[src/rtl/rfps_pkg.sv]
// Package for the rocket flight phase sequencer.
// Holds field widths, phase and register codes and the shared struct types.
// No dependencies; every other RTL file imports it.
`default_nettype none

package rfps_pkg;

   // Field widths of the sample and result beats.
   localparam int TIME_W  = 32;
   localparam int ALT_W   = 25;
   localparam int VEL_W   = 18;
   localparam int ACC_W   = 18;
   localparam int PHASE_W = 3;

   // Configuration port widths.
   localparam int CSR_INDEX_W = 3;
   localparam int CSR_DATA_W  = 20;
   localparam int DELAY_W     = 20;
   localparam int ALT_LIM_W   = 20;
   localparam int SPD_LIM_W   = 17;
   localparam int ACC_LIM_W   = 17;

   // Register indexes.
   localparam logic [CSR_INDEX_W-1:0] REG_BRAKES_ENABLED  = 3'd0;
   localparam logic [CSR_INDEX_W-1:0] REG_DEPLOY_DELAY    = 3'd1;
   localparam logic [CSR_INDEX_W-1:0] REG_RETRACT_DELAY   = 3'd2;
   localparam logic [CSR_INDEX_W-1:0] REG_ALT_LIMIT       = 3'd3;
   localparam logic [CSR_INDEX_W-1:0] REG_SPEED_LIMIT     = 3'd4;
   localparam logic [CSR_INDEX_W-1:0] REG_ACCEL_LIMIT     = 3'd5;

   // Register reset values.
   localparam logic [DELAY_W-1:0]   DEPLOY_DELAY_RST  = 20'd6000;
   localparam logic [DELAY_W-1:0]   RETRACT_DELAY_RST = 20'd20000;
   localparam logic [ALT_LIM_W-1:0] ALT_LIMIT_RST     = 20'd1000;
   localparam logic [SPD_LIM_W-1:0] SPEED_LIMIT_RST   = 17'd500;
   localparam logic [ACC_LIM_W-1:0] ACCEL_LIMIT_RST   = 17'd1500;

   // Backup margin after the retract delay before recovery is forced.
   localparam logic [DELAY_W:0] BACKUP_MS = 21'd1000;

   // Flight phases.
   localparam logic [PHASE_W-1:0] PH_PRELAUNCH  = 3'd0;
   localparam logic [PHASE_W-1:0] PH_LAUNCHED   = 3'd1;
   localparam logic [PHASE_W-1:0] PH_DEPLOYING  = 3'd2;
   localparam logic [PHASE_W-1:0] PH_DEPLOYED   = 3'd3;
   localparam logic [PHASE_W-1:0] PH_RETRACTING = 3'd4;
   localparam logic [PHASE_W-1:0] PH_RETRACTED  = 3'd5;
   localparam logic [PHASE_W-1:0] PH_RECOVERY   = 3'd6;
   localparam logic [PHASE_W-1:0] PH_LANDED     = 3'd7;

   typedef struct packed {
      logic                 brakes_enabled;
      logic [DELAY_W-1:0]   deploy_delay_ms;
      logic [DELAY_W-1:0]   retract_delay_ms;
      logic [ALT_LIM_W-1:0] launch_altitude_limit;
      logic [SPD_LIM_W-1:0] launch_speed_limit;
      logic [ACC_LIM_W-1:0] launch_accel_limit;
   } cfg_type;

   typedef struct packed {
      logic [TIME_W-1:0]        sample_time_ms;
      logic signed [ALT_W-1:0]  altitude_cm;
      logic signed [VEL_W-1:0]  velocity_cm_s;
      logic signed [ACC_W-1:0]  accel_cm_s2;
   } sample_type;

   typedef struct packed {
      logic [PHASE_W-1:0] phase;
      logic [TIME_W-1:0]  launch_stamp_ms;
      logic               brake_cmd;
      logic               recovery_cmd;
   } seq_state_type;

endpackage

`default_nettype wire

[src/rtl/rfps_req_if.sv]
// Sample channel interface: valid, ready and one sensor sample per beat.
// Depends on rfps_pkg for the field widths.
`default_nettype none

interface rfps_req_if import rfps_pkg::*; ();
   logic                    valid;
   logic                    ready;
   logic [TIME_W-1:0]       sample_time_ms;
   logic signed [ALT_W-1:0] altitude_cm;
   logic signed [VEL_W-1:0] velocity_cm_s;
   logic signed [ACC_W-1:0] accel_cm_s2;

   modport source (output valid, sample_time_ms, altitude_cm, velocity_cm_s, accel_cm_s2,
                   input ready);
   modport sink   (input valid, sample_time_ms, altitude_cm, velocity_cm_s, accel_cm_s2,
                   output ready);
endinterface

`default_nettype wire

[src/rtl/rfps_rsp_if.sv]
// Result channel interface: valid, ready and the commands and phase per beat.
// Depends on rfps_pkg for the phase width.
`default_nettype none

interface rfps_rsp_if import rfps_pkg::*; ();
   logic               valid;
   logic               ready;
   logic               airbrake_deploy;
   logic               recovery_deploy;
   logic [PHASE_W-1:0] flight_phase;

   modport source (output valid, airbrake_deploy, recovery_deploy, flight_phase,
                   input ready);
   modport sink   (input valid, airbrake_deploy, recovery_deploy, flight_phase,
                   output ready);
endinterface

`default_nettype wire

[src/rtl/rfps_phase_logic.sv]
// Next-state logic of the flight sequencer for one sample.
// Pure combinational; depends on rfps_pkg for the phase codes and structs.
`default_nettype none

module rfps_phase_logic import rfps_pkg::*; (
   input  wire cfg_type       cfg,
   input  wire seq_state_type cur,
   input  wire sample_type    smp,
   output seq_state_type      nxt
);

   logic [TIME_W-1:0] elapsed;
   logic              apogee;
   logic              launch_hit;
   logic              deploy_due;
   logic              retract_due;
   logic              backup_due;
   logic [DELAY_W:0]  backup_limit;

   // Elapsed time since launch wraps modulo 2^32.
   assign elapsed = smp.sample_time_ms - cur.launch_stamp_ms;
   assign apogee  = (smp.velocity_cm_s <= $signed({VEL_W{1'b0}}));

   // Launch thresholds: signed samples against unsigned limits, one bit wider.
   always_comb begin
      launch_hit =
         ($signed({smp.altitude_cm[ALT_W-1], smp.altitude_cm}) >
          $signed({{(ALT_W+1-ALT_LIM_W){1'b0}}, cfg.launch_altitude_limit})) ||
         ($signed({smp.velocity_cm_s[VEL_W-1], smp.velocity_cm_s}) >
          $signed({{(VEL_W+1-SPD_LIM_W){1'b0}}, cfg.launch_speed_limit})) ||
         ($signed({smp.accel_cm_s2[ACC_W-1], smp.accel_cm_s2}) >
          $signed({{(ACC_W+1-ACC_LIM_W){1'b0}}, cfg.launch_accel_limit}));
   end

   // Time-since-launch compares.
   assign backup_limit = {1'b0, cfg.retract_delay_ms} + BACKUP_MS;
   assign deploy_due   = (elapsed >= {{(TIME_W-DELAY_W){1'b0}}, cfg.deploy_delay_ms});
   assign retract_due  = (elapsed >= {{(TIME_W-DELAY_W){1'b0}}, cfg.retract_delay_ms});
   assign backup_due   = (elapsed >= {{(TIME_W-DELAY_W-1){1'b0}}, backup_limit});

   // Phase transitions.
   always_comb begin
      nxt = cur;
      case (cur.phase)
         PH_PRELAUNCH: begin
            nxt.brake_cmd    = 1'b0;
            nxt.recovery_cmd = 1'b0;
            if (launch_hit) begin
               nxt.launch_stamp_ms = smp.sample_time_ms;
               nxt.phase           = PH_LAUNCHED;
            end
         end
         PH_LAUNCHED: begin
            nxt.brake_cmd = 1'b0;
            if (cfg.brakes_enabled && deploy_due) begin
               nxt.phase = PH_DEPLOYING;
            end else if (!cfg.brakes_enabled && apogee) begin
               nxt.recovery_cmd = 1'b1;
               nxt.phase        = PH_RECOVERY;
            end
         end
         PH_DEPLOYING: begin
            nxt.brake_cmd = 1'b1;
            nxt.phase     = PH_DEPLOYED;
         end
         PH_DEPLOYED: begin
            nxt.brake_cmd = 1'b1;
            if (apogee || retract_due) begin
               nxt.phase = PH_RETRACTING;
            end
         end
         PH_RETRACTING: begin
            nxt.brake_cmd = 1'b0;
            nxt.phase     = PH_RETRACTED;
         end
         PH_RETRACTED: begin
            nxt.brake_cmd = 1'b0;
            if (apogee || backup_due) begin
               nxt.recovery_cmd = 1'b1;
               nxt.phase        = PH_RECOVERY;
            end
         end
         PH_RECOVERY: begin
            nxt.brake_cmd    = 1'b0;
            nxt.recovery_cmd = 1'b1;
            if (smp.altitude_cm <= $signed({ALT_W{1'b0}})) begin
               nxt.phase = PH_LANDED;
            end
         end
         default: begin
            nxt.brake_cmd    = 1'b0;
            nxt.recovery_cmd = 1'b1;
            nxt.phase        = PH_LANDED;
         end
      endcase
   end

endmodule

`default_nettype wire

[src/rtl/rocket_flight_phase_sequencer_top.sv]
// Rocket flight phase sequencer, top level; uses rfps_pkg, the channel interfaces and
// rfps_phase_logic.
// A sample beat goes into the input register, then into the result register once that
// is free or drains; the result beat is offered from there. Throughput: one sample per
// cycle unless the result side stalls; the phase update is combinational. Reset
// (synchronous, active high) returns to prelaunch, clears the stamp and loads defaults.
`default_nettype none

module rocket_flight_phase_sequencer_top import rfps_pkg::*; (
   input  wire                   clock,
   input  wire                   reset,
   rfps_req_if.sink              req_chan,
   rfps_rsp_if.source            rsp_chan,
   input  wire                   csr_we,
   input  wire [CSR_INDEX_W-1:0] csr_index,
   input  wire [CSR_DATA_W-1:0]  csr_wdata
);

   cfg_type       cfg_ff;
   seq_state_type state_ff;
   seq_state_type state_in;
   sample_type    smp_ff;
   logic          smp_valid_ff;
   logic          smp_advance;
   logic          rsp_valid_ff;
   logic          rsp_brake_ff;
   logic          rsp_recovery_ff;
   logic [PHASE_W-1:0] rsp_phase_ff;

   // Configuration registers.
   always_ff @(posedge clock) begin
      if (reset) begin
         cfg_ff.brakes_enabled        <= 1'b1;
         cfg_ff.deploy_delay_ms       <= DEPLOY_DELAY_RST;
         cfg_ff.retract_delay_ms      <= RETRACT_DELAY_RST;
         cfg_ff.launch_altitude_limit <= ALT_LIMIT_RST;
         cfg_ff.launch_speed_limit    <= SPEED_LIMIT_RST;
         cfg_ff.launch_accel_limit    <= ACCEL_LIMIT_RST;
      end else if (csr_we) begin
         case (csr_index)
            REG_BRAKES_ENABLED: cfg_ff.brakes_enabled        <= csr_wdata[0];
            REG_DEPLOY_DELAY:   cfg_ff.deploy_delay_ms       <= csr_wdata[DELAY_W-1:0];
            REG_RETRACT_DELAY:  cfg_ff.retract_delay_ms      <= csr_wdata[DELAY_W-1:0];
            REG_ALT_LIMIT:      cfg_ff.launch_altitude_limit <= csr_wdata[ALT_LIM_W-1:0];
            REG_SPEED_LIMIT:    cfg_ff.launch_speed_limit    <= csr_wdata[SPD_LIM_W-1:0];
            REG_ACCEL_LIMIT:    cfg_ff.launch_accel_limit    <= csr_wdata[ACC_LIM_W-1:0];
            default: ;
         endcase
      end
   end

   // The input register moves on whenever the result register is free or drains.
   assign smp_advance    = smp_valid_ff && (!rsp_valid_ff || rsp_chan.ready);
   assign req_chan.ready = !smp_valid_ff || smp_advance;

   // Input register.
   always_ff @(posedge clock) begin
      if (reset) begin
         smp_valid_ff <= 1'b0;
      end else if (req_chan.ready) begin
         smp_valid_ff <= req_chan.valid;
      end
   end

   always_ff @(posedge clock) begin
      if (req_chan.valid && req_chan.ready) begin
         smp_ff.sample_time_ms <= req_chan.sample_time_ms;
         smp_ff.altitude_cm    <= req_chan.altitude_cm;
         smp_ff.velocity_cm_s  <= req_chan.velocity_cm_s;
         smp_ff.accel_cm_s2    <= req_chan.accel_cm_s2;
      end
   end

   rfps_phase_logic u_phase_logic (
      .cfg (cfg_ff),
      .cur (state_ff),
      .smp (smp_ff),
      .nxt (state_in)
   );

   // Sequencer state advances once per sample as it enters the result register.
   always_ff @(posedge clock) begin
      if (reset) begin
         state_ff.phase           <= PH_PRELAUNCH;
         state_ff.launch_stamp_ms <= '0;
         state_ff.brake_cmd       <= 1'b0;
         state_ff.recovery_cmd    <= 1'b0;
      end else if (smp_advance) begin
         state_ff <= state_in;
      end
   end

   // Result register.
   always_ff @(posedge clock) begin
      if (reset) begin
         rsp_valid_ff <= 1'b0;
      end else if (smp_advance) begin
         rsp_valid_ff <= 1'b1;
      end else if (rsp_chan.ready) begin
         rsp_valid_ff <= 1'b0;
      end
   end

   always_ff @(posedge clock) begin
      if (smp_advance) begin
         rsp_brake_ff    <= state_in.brake_cmd;
         rsp_recovery_ff <= state_in.recovery_cmd;
         rsp_phase_ff    <= state_in.phase;
      end
   end

   assign rsp_chan.valid           = rsp_valid_ff;
   assign rsp_chan.airbrake_deploy = rsp_brake_ff;
   assign rsp_chan.recovery_deploy = rsp_recovery_ff;
   assign rsp_chan.flight_phase    = rsp_phase_ff;

   // Airbrakes are commanded out only while deployed or just starting to retract.
   a_brake_phase: assert property (@(posedge clock) disable iff (reset)
      state_ff.brake_cmd |->
         (state_ff.phase == PH_DEPLOYED || state_ff.phase == PH_RETRACTING))
      else $error("airbrake command outside the deployed phases");

   // Recovery is commanded only in the recovery and landed phases.
   a_recovery_phase: assert property (@(posedge clock) disable iff (reset)
      state_ff.recovery_cmd |->
         (state_ff.phase == PH_RECOVERY || state_ff.phase == PH_LANDED))
      else $error("recovery command outside the recovery phases");

   // Landed is final until reset.
   a_landed_final: assert property (@(posedge clock) disable iff (reset)
      (state_ff.phase == PH_LANDED) |=> (state_ff.phase == PH_LANDED))
      else $error("left the landed phase");

   // The state changes only when a sample moves into the result register.
   a_state_hold: assert property (@(posedge clock) disable iff (reset)
      !smp_advance |=> $stable(state_ff))
      else $error("sequencer state changed without a sample");

   // A held sample is never dropped while the result side stalls.
   a_sample_kept: assert property (@(posedge clock) disable iff (reset)
      (smp_valid_ff && !smp_advance) |=> smp_valid_ff)
      else $error("stalled sample lost");

endmodule

`default_nettype wire

[src/flat_wrapper.sv]
// flat-port wrapper written by rule: the top's interface ports become plain ports
module rocket_flight_phase_sequencer_top_flat import rfps_pkg::*;
  (clock, reset, csr_we, csr_index, csr_wdata, req_chan_valid, req_chan_sample_time_ms, req_chan_altitude_cm, req_chan_velocity_cm_s, req_chan_accel_cm_s2, req_chan_ready, rsp_chan_valid, rsp_chan_airbrake_deploy, rsp_chan_recovery_deploy, rsp_chan_flight_phase, rsp_chan_ready);
  rfps_req_if req_chan_i ();
  rfps_rsp_if rsp_chan_i ();
  input  wire clock;
  input  wire reset;
  input  wire csr_we;
  input  wire [CSR_INDEX_W-1:0] csr_index;
  input  wire [CSR_DATA_W-1:0] csr_wdata;
  input wire logic [$bits(req_chan_i.valid)-1:0] req_chan_valid;
  input wire logic [$bits(req_chan_i.sample_time_ms)-1:0] req_chan_sample_time_ms;
  input wire logic [$bits(req_chan_i.altitude_cm)-1:0] req_chan_altitude_cm;
  input wire logic [$bits(req_chan_i.velocity_cm_s)-1:0] req_chan_velocity_cm_s;
  input wire logic [$bits(req_chan_i.accel_cm_s2)-1:0] req_chan_accel_cm_s2;
  output wire logic [$bits(req_chan_i.ready)-1:0] req_chan_ready;
  output wire logic [$bits(rsp_chan_i.valid)-1:0] rsp_chan_valid;
  output wire logic [$bits(rsp_chan_i.airbrake_deploy)-1:0] rsp_chan_airbrake_deploy;
  output wire logic [$bits(rsp_chan_i.recovery_deploy)-1:0] rsp_chan_recovery_deploy;
  output wire logic [$bits(rsp_chan_i.flight_phase)-1:0] rsp_chan_flight_phase;
  input wire logic [$bits(rsp_chan_i.ready)-1:0] rsp_chan_ready;
  assign req_chan_i.valid = req_chan_valid;
  assign req_chan_i.sample_time_ms = req_chan_sample_time_ms;
  assign req_chan_i.altitude_cm = req_chan_altitude_cm;
  assign req_chan_i.velocity_cm_s = req_chan_velocity_cm_s;
  assign req_chan_i.accel_cm_s2 = req_chan_accel_cm_s2;
  assign req_chan_ready = req_chan_i.ready;
  assign rsp_chan_valid = rsp_chan_i.valid;
  assign rsp_chan_airbrake_deploy = rsp_chan_i.airbrake_deploy;
  assign rsp_chan_recovery_deploy = rsp_chan_i.recovery_deploy;
  assign rsp_chan_flight_phase = rsp_chan_i.flight_phase;
  assign rsp_chan_i.ready = rsp_chan_ready;
  rocket_flight_phase_sequencer_top u_core (.clock(clock), .reset(reset), .req_chan(req_chan_i), .rsp_chan(rsp_chan_i), .csr_we(csr_we), .csr_index(csr_index), .csr_wdata(csr_wdata));
endmodule
[config.mk]
export PLATFORM = sky130hd
export DESIGN_NAME = rocket_flight_phase_sequencer_top_flat
export DESIGN_NICKNAME = d
export VERILOG_FILES = /design/src/rtl/rfps_pkg.sv /design/src/rtl/rfps_req_if.sv /design/src/rtl/rfps_rsp_if.sv /design/src/rtl/rfps_phase_logic.sv /design/src/rtl/rocket_flight_phase_sequencer_top.sv /design/src/flat_wrapper.sv
export SDC_FILE = /design/constraint.sdc
export NUM_CORES = 1
export LEC_CHECK = 0
export BUFFER_PORTS_ARGS = -buffer_cell sky130_fd_sc_hd__buf_2
export CORE_MARGIN = 10
export CORE_UTILIZATION = 50
export DETAILED_ROUTE_END_ITERATION = 8
export GPL_TIMING_DRIVEN = 1
export PLACE_DENSITY = 0.8
export SYNTH_ARGS = -nofsm -noshare
export SYNTH_HDL_FRONTEND = slang
export SYNTH_SLANG_ARGS = --single-unit
[constraint.sdc]
create_clock -name clock -period 4.5 [get_ports clock]
set_input_delay 0.9 -clock clock [delete_from_list [all_inputs] [get_ports clock]]
set_output_delay 0.9 -clock clock [all_outputs]
set_load 0.01 [all_outputs]
==> results.toml, run 1 <==
[clock_tree]
cts_buffers = 25
cts_tree = "done"
cts_buffer_depth = 3
cts.sinks = 231
clkLatencyLatePin_ns = 0.55
holdBufCountCts = 0
path_clk_slew_ns = 0.06
cts_root_buf = "clkbuf_16"
htreeDepth = 1

[route]
ant_nets = 0
drt_first_pass_iters = 5
wirelength_um = 31650
avgViaCountPerCell = 5.551
via_count = 10503
wl_per_cell_um = 16.73
first_iter_violations = 709
drc_errors = 0

[floorplanning]
die_h_um = 181.8
pin_count = 128
die_w_um = 181.8
die_area_um2 = 33040
core_um2 = 25910
initial_core_util_pct = 50.50
rows = 59

[power_and_ir_drop]
p_sw_share_pct = 26.79
total_power_mw = 5.477
cellPowerDensity_nw_per_um2 = 366.8
switching_power_mw = 1.467
share_seq_of_total_power_pct = 42.7
pwr-share-comb_pct = 17.4
p_clk_share_pct = 39.9
p_int_mw = 4.009
vdd_drop_max_uv = 359.7
p_leak_nw = 6.083

[finish]
drive_gt1_share_pct = 13.84
final_common_cell = "nand2_1"
regArea_um2 = 5605
layout_common_cells = "216 x nand2_1, 144 x ha_1, 139 x inv_1"
area_delta_synth_final_pct = 14.08
fin_nets = 1801
multi_input_area_um2 = 6731
stdcell_area_um2 = 14930
nFillCells = 2219

[worst_setup_path]
reg2reg_slack_ns = 0.28
critical_path.top_delay_family = "compound AO/OA/AOI/OAI gates"
cp.required_ns = 4.79
critPathMaxStageDelay_ns = 0.45
arrival_ns = 4.51
criticalPathCategory = "reg -> reg"
end_kind = "register"
crit_chain = "inv_1, ha_1, inv_1, fa_1, a211oi_2, o21a_1, nand2_1, a22oi_2, nor2b_2, xnor2_1, ha_1, a21o_1, a21oi_1, nor2b_1, o21ai_0, o21ai_0, nor2_1, nand4b_1, or4_1, a22oi_2, nand2_1"
crit_slowest_cell = "or4_1"
startpoint_type = "register"
cp_num_buf_inv = 2
crit_fanout = 3

[synth]
netlist.area_leader.share_pct = 22.49
synth_warnings = 0
postSynthAreaPerCell_um2 = 9.196
synth_cells = 1423
synth_nets = 1689
ys_seq_area_share_pct = 42.83
synthArstFlopShare_pct = 0
synth_edf_count = 98
synthFlopType = "dfxtp_1"
synth_area_leader_cell = "edfxtp_1"
yosysUniqueCellTypes = 80
synth_area_um2 = 13090
synth-seq-cells = 231
synthTopCellsByArea = "edfxtp_1 22%, dfxtp_1 20%, ha_1 14%"

[timing]
worst_slew_pin_slew_ns = 0.9351
setup_tns_ns = 0
period_needed_ns = 4.220
timing.final.hold_violations = 0
clock_skew_ns = 0.01213
finalHoldWorstSlack_ns = 0.4543
final.setup.worst_slack_ns = 0.2802
fmax_mhz = 237.0
setup_viol = 0
maxSlewViolCount = 0
rsz0062_at_grt = "yes"
post-route-period-util_pct = 93.77
slew_headroom_pct = 37.66

[grt]
grt_pass1_wl_um = 51160
antenna_found_initial = 3
first_global_vias = 10373
grt_max_degree = 64
grt_usage_pct = 18.14
grt_overflow = 0

[min_path]
holdCritPathClass = "reg -> reg"

[run_status]
status = "finished clean"

[placement]
port_buffers = 127
gp_congestion = 0.9325
place_ws_ns = 0.1361
place_hpwl_um = 23870
dpl_cell_area_um2 = 13930

[job]
cap_violations = 0
==> stage by stage <==
stage / cells / util (%)
finish: 1892 / 57.62
global placement: 1839 / 53.77
CTS: 1885 / 57.31
floorplan: 1423 / -
detailed placement: 1839 / 53.77
global route: 1892 / 57.62
==> power by group through the flow <==
| stage | registers [mW] | logic (mW) | clock network, mW |
|---|---|---|---|
| floorplan | 2.37 | 0.673 | 0 |
| global placement | 2.38 | 0.896 | 0 |
| detailed placement | 2.38 | 0.924 | 0 |
| CTS | 2.34 | 0.935 | 2.22 |
| global route | 2.35 | 1.07 | 2.31 |
| finish | 2.34 | 0.953 | 2.18 |
==> cell usage after synthesis (30+ instances only) <==
cell / number
nand4_1: 33
a21oi_1: 125
nor2_1: 100
nand2_1: 216
o21ai_0: 38
edfxtp_1: 98
ha_1: 144
mux2i_1: 33
inv_1: 139
dfxtp_1: 133
clkbuf_1: 39
xnor2_1: 30
==> worst reg2reg max path, delay by kind of cell, from the launching register on <==
family / cells / cell delay (ns)
buffers and inverters: 2 / 0.13
XOR/XNOR: 1 / 0.13
AO/OA/AOI/OAI: 8 / 1.34
adder cells (fa/ha/maj): 3 / 0.82
flip-flops: 1 / 0.38
AND/OR/NAND/NOR: 7 / 1.17
==> per-layer routing <==
layer	vias up	GRT usage, %	part of all wire [%]
li1	5231	-	-
met1	4926	23.74	44
met2	292	30.41	48
met3	54	2.485	5.6
met4	0	5.467	2.2
met5	-	0	0
==> flip-flops by register name, indices dropped and copies added (netlist names) <==
register	cells
u_core.cfg_ff	95
u_core.smp_ff	93
u_core.state_ff	36
u_core.rsp_chan.flight_phase	3
u_core.rsp_chan.airbrake_deploy	1
u_core.rsp_chan.recovery_deploy	1
u_core.rsp_chan.valid	1
u_core.smp_valid_ff	1
==> worst paths after layout <==
check	startpoint	to	cells after the start
worst max register to register	u_core.smp_ff[61]$_DFFE_PP_	u_core.rsp_chan.flight_phase[1]$_DFFE_PP_	21
worst max-delay path	u_core.smp_ff[61]$_DFFE_PP_	u_core.rsp_chan.flight_phase[1]$_DFFE_PP_	21
worst min register to register	u_core.cfg_ff[87]$_SDFFE_PP0P_	u_core.cfg_ff[87]$_SDFFE_PP0P_	2
worst min-delay path	u_core.cfg_ff[87]$_SDFFE_PP0P_	u_core.cfg_ff[87]$_SDFFE_PP0P_	2
==> kinds of logic after synthesis <==
kind of cell,Yosys count,share of synthesized area (%)
compound gates,308,15.16
xor+xnor,41,2.744
fa+ha+maj,145,13.92
buf+inv,193,6.129
flops,231,42.83
mux,34,2.610
simple gates,471,16.60
==> what timing repair did <==
action / 4_1_cts / 5_1_grt
buffers inserted: 0 / 4
setup endpoints to repair: 0 / 7
gates resized for setup: 0 / 7
hold endpoints to repair: 0 / 0
==> area by class of cell <==
| type | count | share of cell area (%) |
|---|---|---|
| diodes | 3 | 0.05029 |
| clock buffers | 41 | 5.833 |
| clock inverters | 5 | 0.3017 |
| inverters | 139 | 3.495 |
| multi-input cells | 999 | 45.09 |
| flip-flops and latches | 231 | 37.55 |
| well taps | 335 | 2.808 |
| repair buffers | 139 | 4.878 |
Power figures use the tool's default switching activity.
==> inputs of run 2 (changes only) <==
- CORE_MARGIN: 10 -> 8
==> run 2 against run 1 <==
Effect of this change:
- sequential power hardly changed
- cell count is the same
- count of clock-buffer cells in the layout down 2
- design area fell by 0.60%
- first-iteration DRC count decreased by 3.9%
- register-to-register slack about the same
- non-clock buffer count rose by 2
- critical path depth unchanged
- power fell by 2.3%
- combinational power hardly changed
- routed wire length down 1.8%
- critical path type unchanged
- largest power group unchanged
==> results.toml, run 2 (synthesis gave the netlist of run 1 again) <==
[finish]
regArea_um2 = 5605
multi_input_area_um2 = 6699
largest_register_ffs = 95
layout_common_cells = "216 x nand2_1, 144 x ha_1, 139 x inv_1"
final_common_cell = "nand2_1"
fin_nets = 1803
area_delta_synth_final_pct = 13.39
nFillCells = 2235
largestRegisters = "u_core.cfg_ff: 95 flops, u_core.smp_ff: 93 flops, u_core.state_ff: 36 flops"
drive_gt1_share_pct = 13.37
regMostFlops = "u_core.cfg_ff"

[floorplanning]
rows = 59
pin_count = 128
initial_core_util_pct = 50.50
die_w_um = 177.8
die_h_um = 177.8
core_um2 = 25910
die_area_um2 = 31610

[grt]
grt_pass1_wl_um = 50720
grt_usage_pct = 19.46
first_global_vias = 10425
grt_max_degree = 77
antenna_found_initial = 2
grt_overflow = 0

[worst_setup_path]
criticalPathCategory = "reg -> reg"
end_kind = "register"
cp.required_ns = 4.78
arrival_ns = 4.50
crit_fanout = 4
startpoint_type = "register"

[power_and_ir_drop]
p_clk_share_pct = 38.5
vdd_drop_max_uv = 349.6
total_power_mw = 5.351
share_seq_of_total_power_pct = 43.7
p_sw_share_pct = 27.00
cellPowerDensity_nw_per_um2 = 360.6
p_int_mw = 3.906
pwr-share-comb_pct = 17.8
p_leak_nw = 6.044
switching_power_mw = 1.445

[timing]
maxSlewViolCount = 0
slew_headroom_pct = 31.80
period_needed_ns = 4.220
rsz0062_at_grt = "yes"
setup_viol = 0
timing.final.hold_violations = 0
fmax_mhz = 237.0
clock_skew_ns = 0.01353
post-route-period-util_pct = 93.78
setup_tns_ns = 0
worst_slew_pin_slew_ns = 1.023

[job]
cap_violations = 0

[clock_tree]
clkLatencyLatePin_ns = 0.54
holdBufCountCts = 0
htreeDepth = 1
cts_buffer_depth = 3
path_clk_slew_ns = 0.06
cts.sinks = 231
cts_buffers = 25
cts_tree = "done"
cts_root_buf = "clkbuf_16"

[route]
wl_per_cell_um = 16.42
ant_nets = 0
drt_first_pass_iters = 6
avgViaCountPerCell = 5.552
first_iter_violations = 681
wirelength_um = 31080
via_count = 10504
drc_errors = 0

[placement]
port_buffers = 127
place_hpwl_um = 23390
gp_congestion = 0.8953

[run_status]
status = "finished clean"

[min_path]
holdCritPathClass = "reg -> reg"
-- run 2: worst max-delay path: stages, from the launching register on --
cell      delay, ns
edfxtp_1       0.38
inv_1          0.07
ha_1           0.15
inv_1          0.05
fa_1           0.43
a211oi_2       0.23
o21a_1         0.21
nand2_1        0.11
a22oi_2        0.26
nor2b_1        0.20
xnor2_1        0.15
ha_1           0.24
a21o_1         0.15
a21oi_1        0.14
nor2b_1        0.06
o21ai_0        0.12
o21ai_0        0.10
nor2_1         0.12
nand4b_1       0.13
or4_1          0.42
a22oi_2        0.18
nand2_1        0.08
-- run 2: final timing paths --
check	slack, ns	cells past startpoint	endpoint	start
worst max-delay path	0.28	21	u_core.rsp_chan.flight_phase[1]$_DFFE_PP_	u_core.smp_ff[61]$_DFFE_PP_
worst min-delay path	0.45	2	u_core.cfg_ff[31]$_SDFFE_PP0P_	u_core.cfg_ff[31]$_SDFFE_PP0P_
worst max register to register	0.28	21	u_core.rsp_chan.flight_phase[1]$_DFFE_PP_	u_core.smp_ff[61]$_DFFE_PP_
worst min register to register	0.45	2	u_core.cfg_ff[31]$_SDFFE_PP0P_	u_core.cfg_ff[31]$_SDFFE_PP0P_
-- run 2: metal layers --
layer | GRT usage (%) | vias up | wire [um]
li1 | - | 5227 | -
met2 | 34.29 | 288 | 15150
met1 | 24.15 | 4930 | 13460
met3 | 3.277 | 57 | 1814
met4 | 5.384 | 2 | 639
met5 | 0 | - | 12
-- run 2: timing repair --
action	in CTS	in global routing
endpoints found under the setup margin	0	6
gates resized for setup	0	2
buffers inserted	0	2
-- run 2: metrics by stage --
step | cell area (um^2) | std cells | setup WS [ns] | util (%) | hold slack [ns]
final | 14840 | 1892 | 0.2800 | 57.27 | 0.4542
after detailed placement | 13960 | 1843 | 0.1648 | 53.89 | 0.4463
after global placement | 13960 | 1843 | 0.2516 | 53.89 | 0.4424
after floorplan | 13090 | 1423 | 0.6219 | - | 0.4363
after CTS | 14810 | 1889 | 0.1522 | 57.16 | 0.4548
after global routing | 14840 | 1892 | -0.03525 | 57.27 | 0.4714
-- run 2: area by class of cell --
cell class	count	area share (%)
timing repair buffer	141	5.008
multi-input combinational	999	45.14
clock buffer	39	5.346
antenna	1	0.01686
tap	335	2.825
clock inverter	7	0.3710
sequential	231	37.77
inverter	139	3.516
-- run 2: power groups by stage --
stage / Clock, mW / Sequential (mW) / Combinational [mW]
after global placement: 0 / 2.38 / 0.905
after global routing: 2.20 / 2.35 / 1.08
after floorplan: 0 / 2.37 / 0.673
after detailed placement: 0 / 2.38 / 0.934
after CTS: 2.11 / 2.34 / 0.942
final: 2.06 / 2.34 / 0.951
==> inputs of run 3 (changes only) <==
- CORE_UTILIZATION: 50 -> 40
- PLACE_DENSITY: 0.8 -> 0.69
==> run 3 against run 2 <==
Effect of this change:
- count of clock-buffer cells in the layout down 2
- largest cell class unchanged
- highest routed layer is now met4
- critical path type unchanged
- critical path depth shrank 3
- fmax rose by 2.3%
==> results.toml, run 3 (synthesis gave the netlist of run 1 again) <==
[power_and_ir_drop]
p_leak_nw = 6.088
p_int_mw = 4.117
vdd_drop_max_uv = 288.2
share_seq_of_total_power_pct = 41.8
pwr-share-comb_pct = 16.9
total_power_mw = 5.601
cellPowerDensity_nw_per_um2 = 371.4
p_sw_share_pct = 26.50
p_clk_share_pct = 41.3
switching_power_mw = 1.484

[route]
wirelength_um = 32340
wl_per_cell_um = 16.18
avgViaCountPerCell = 5.178
first_iter_violations = 547
drc_errors = 0
drt_first_pass_iters = 5
via_count = 10350
ant_nets = 0

[finish]
drive_gt1_share_pct = 13.62
layout_common_cells = "216 x nand2_1, 144 x ha_1, 139 x inv_1"
final_common_cell = "nand2_1"
fin_nets = 1802
regArea_um2 = 5605
largest_register_ffs = 95
largestRegisters = "u_core.cfg_ff: 95 flops, u_core.smp_ff: 93 flops, u_core.state_ff: 36 flops"
nFillCells = 3097
multi_input_area_um2 = 6713
area_delta_synth_final_pct = 15.26
regMostFlops = "u_core.cfg_ff"

[grt]
grt_usage_pct = 16.20
antenna_found_initial = 0
grtUsageMet3_pct = 2.797
grt_max_degree = 77
met1_usage_pct = 20.86
grt_overflow = 0
grt_use_met2_pct = 27.32
grt_pass1_wl_um = 51590
first_global_vias = 10089
grt_busiest_layer = "met2"

[timing]
setup_tns_ns = 0
period_needed_ns = 4.123
final.setup.worst_slack_ns = 0.3765
maxSlewViolCount = 0
clock_skew_ns = 0.01476
finalHoldWorstSlack_ns = 0.4546
timing.final.hold_violations = 0
worst_slew_pin_slew_ns = 0.9331
rsz0062_at_grt = "no"
setup_viol = 0
post-route-period-util_pct = 91.63
fmax_mhz = 242.5
slew_headroom_pct = 37.79

[worst_setup_path]
setup.worst_path.start = "u_core.smp_ff[68]$_DFFE_PP_"
reg2reg_slack_ns = 0.38
arrival_ns = 4.43
startpoint_type = "register"
crit_fanout = 8
cp.required_ns = 4.80
regToRegStartpoint = "u_core.smp_ff[68]$_DFFE_PP_"
criticalPathCategory = "reg -> reg"
end_kind = "register"

[clock_tree]
path_clk_slew_ns = 0.06
cts_buffers = 26
cts_root_buf = "clkbuf_16"
cts.sinks = 231
cts_buffer_depth = 3
htreeDepth = 1
cts_tree = "done"
clkLatencyLatePin_ns = 0.56

[min_path]
min_from = "u_core.cfg_ff[46]$_SDFFE_PP0P_"
holdCritPathClass = "reg -> reg"

[floorplanning]
die_w_um = 196.9
core_um2 = 32370
pin_count = 128
rows = 66
die_h_um = 196.9
initial_core_util_pct = 40.43
die_area_um2 = 38760

[job]
cap_violations = 0

[placement]
place_hpwl_um = 24400
port_buffers = 127
place_ws_ns = 0.2054
gp_congestion = 0.8490

[run_status]
status = "finished clean"
## run 3: changes by cell type in the layout (fill, tap and decap cells not counted), moves of 2 or more
cell and change:
clkinv_1 +2, inv_4 -2, bufinv_16 +4, clkbuf_1 -3
buf_4 -2
## run 3: final cells by class
| type | count | share of cell area (%) |
|---|---|---|
| multi-input combinational | 999 | 44.50 |
| sequential | 231 | 37.16 |
| clock inverter | 11 | 1.203 |
| tap | 442 | 3.667 |
| clock buffer | 37 | 5.160 |
| inverter | 139 | 3.459 |
| antenna | 1 | 0.01659 |
| timing repair buffer | 139 | 4.828 |
## run 3: path summary, 6_finish.rpt
check,to,cells after the start
worst max-delay path,u_core.rsp_chan.flight_phase[1]$_DFFE_PP_,18
worst min-delay path,u_core.cfg_ff[46]$_SDFFE_PP0P_,2
worst max register to register,u_core.rsp_chan.flight_phase[1]$_DFFE_PP_,18
worst min register to register,u_core.cfg_ff[46]$_SDFFE_PP0P_,2
## run 3: layer usage
| metal | up-vias | part of all wire, % |
|---|---|---|
| li1 | 5230 | - |
| met1 | 4830 | 45 |
| met2 | 229 | 47 |
| met3 | 61 | 5.5 |
| met4 | 0 | 2.6 |
| met5 | - | 0 |
## run 3: power groups by stage
stage | clock (mW) | combinational, mW | sequential (mW)
2_1_floorplan | 0 | 0.673 | 2.37
3_3_place_gp | 0 | 0.914 | 2.38
4_1_cts | 2.37 | 0.945 | 2.34
5_1_grt | 2.45 | 1.07 | 2.35
6_report | 2.31 | 0.948 | 2.34
3_5_place_dp | 0 | 0.933 | 2.38
## run 3: what timing repair did
item / CTS / global route
setup endpoints to repair: 0 / 6
setup buffers: 0 / 3
gates resized for setup: 0 / 5
hold buffers: 0 / 0
## run 3: metrics by stage
| stage | cells | cell area (um^2) | utilization, % |
|---|---|---|---|
| 2_1_floorplan | 1423 | 13090 | - |
| 3_3_place_gp | 1947 | 14070 | 43.48 |
| 3_5_place_dp | 1947 | 14070 | 43.48 |
| 4_1_cts | 1995 | 15030 | 46.44 |
| 5_1_grt | 1998 | 15080 | 46.59 |
| 6_report | 1999 | 15080 | 46.59 |
## run 3: worst max-delay path: stages (launching register included)
cell       delay [ns]
edfxtp_1         0.41
ha_1             0.44
nand2_1          0.10
o211ai_1         0.20
o2111ai_1        0.23
a31oi_2          0.35
nor2_1           0.09
xnor2_1          0.25
ha_1             0.29
a21o_1           0.18
a21oi_1          0.13
nor2b_1          0.05
o21ai_0          0.12
o21ai_0          0.10
nor2_1           0.13
nand4b_1         0.13
or4_1            0.44
a22oi_2          0.17
nand2_1          0.07
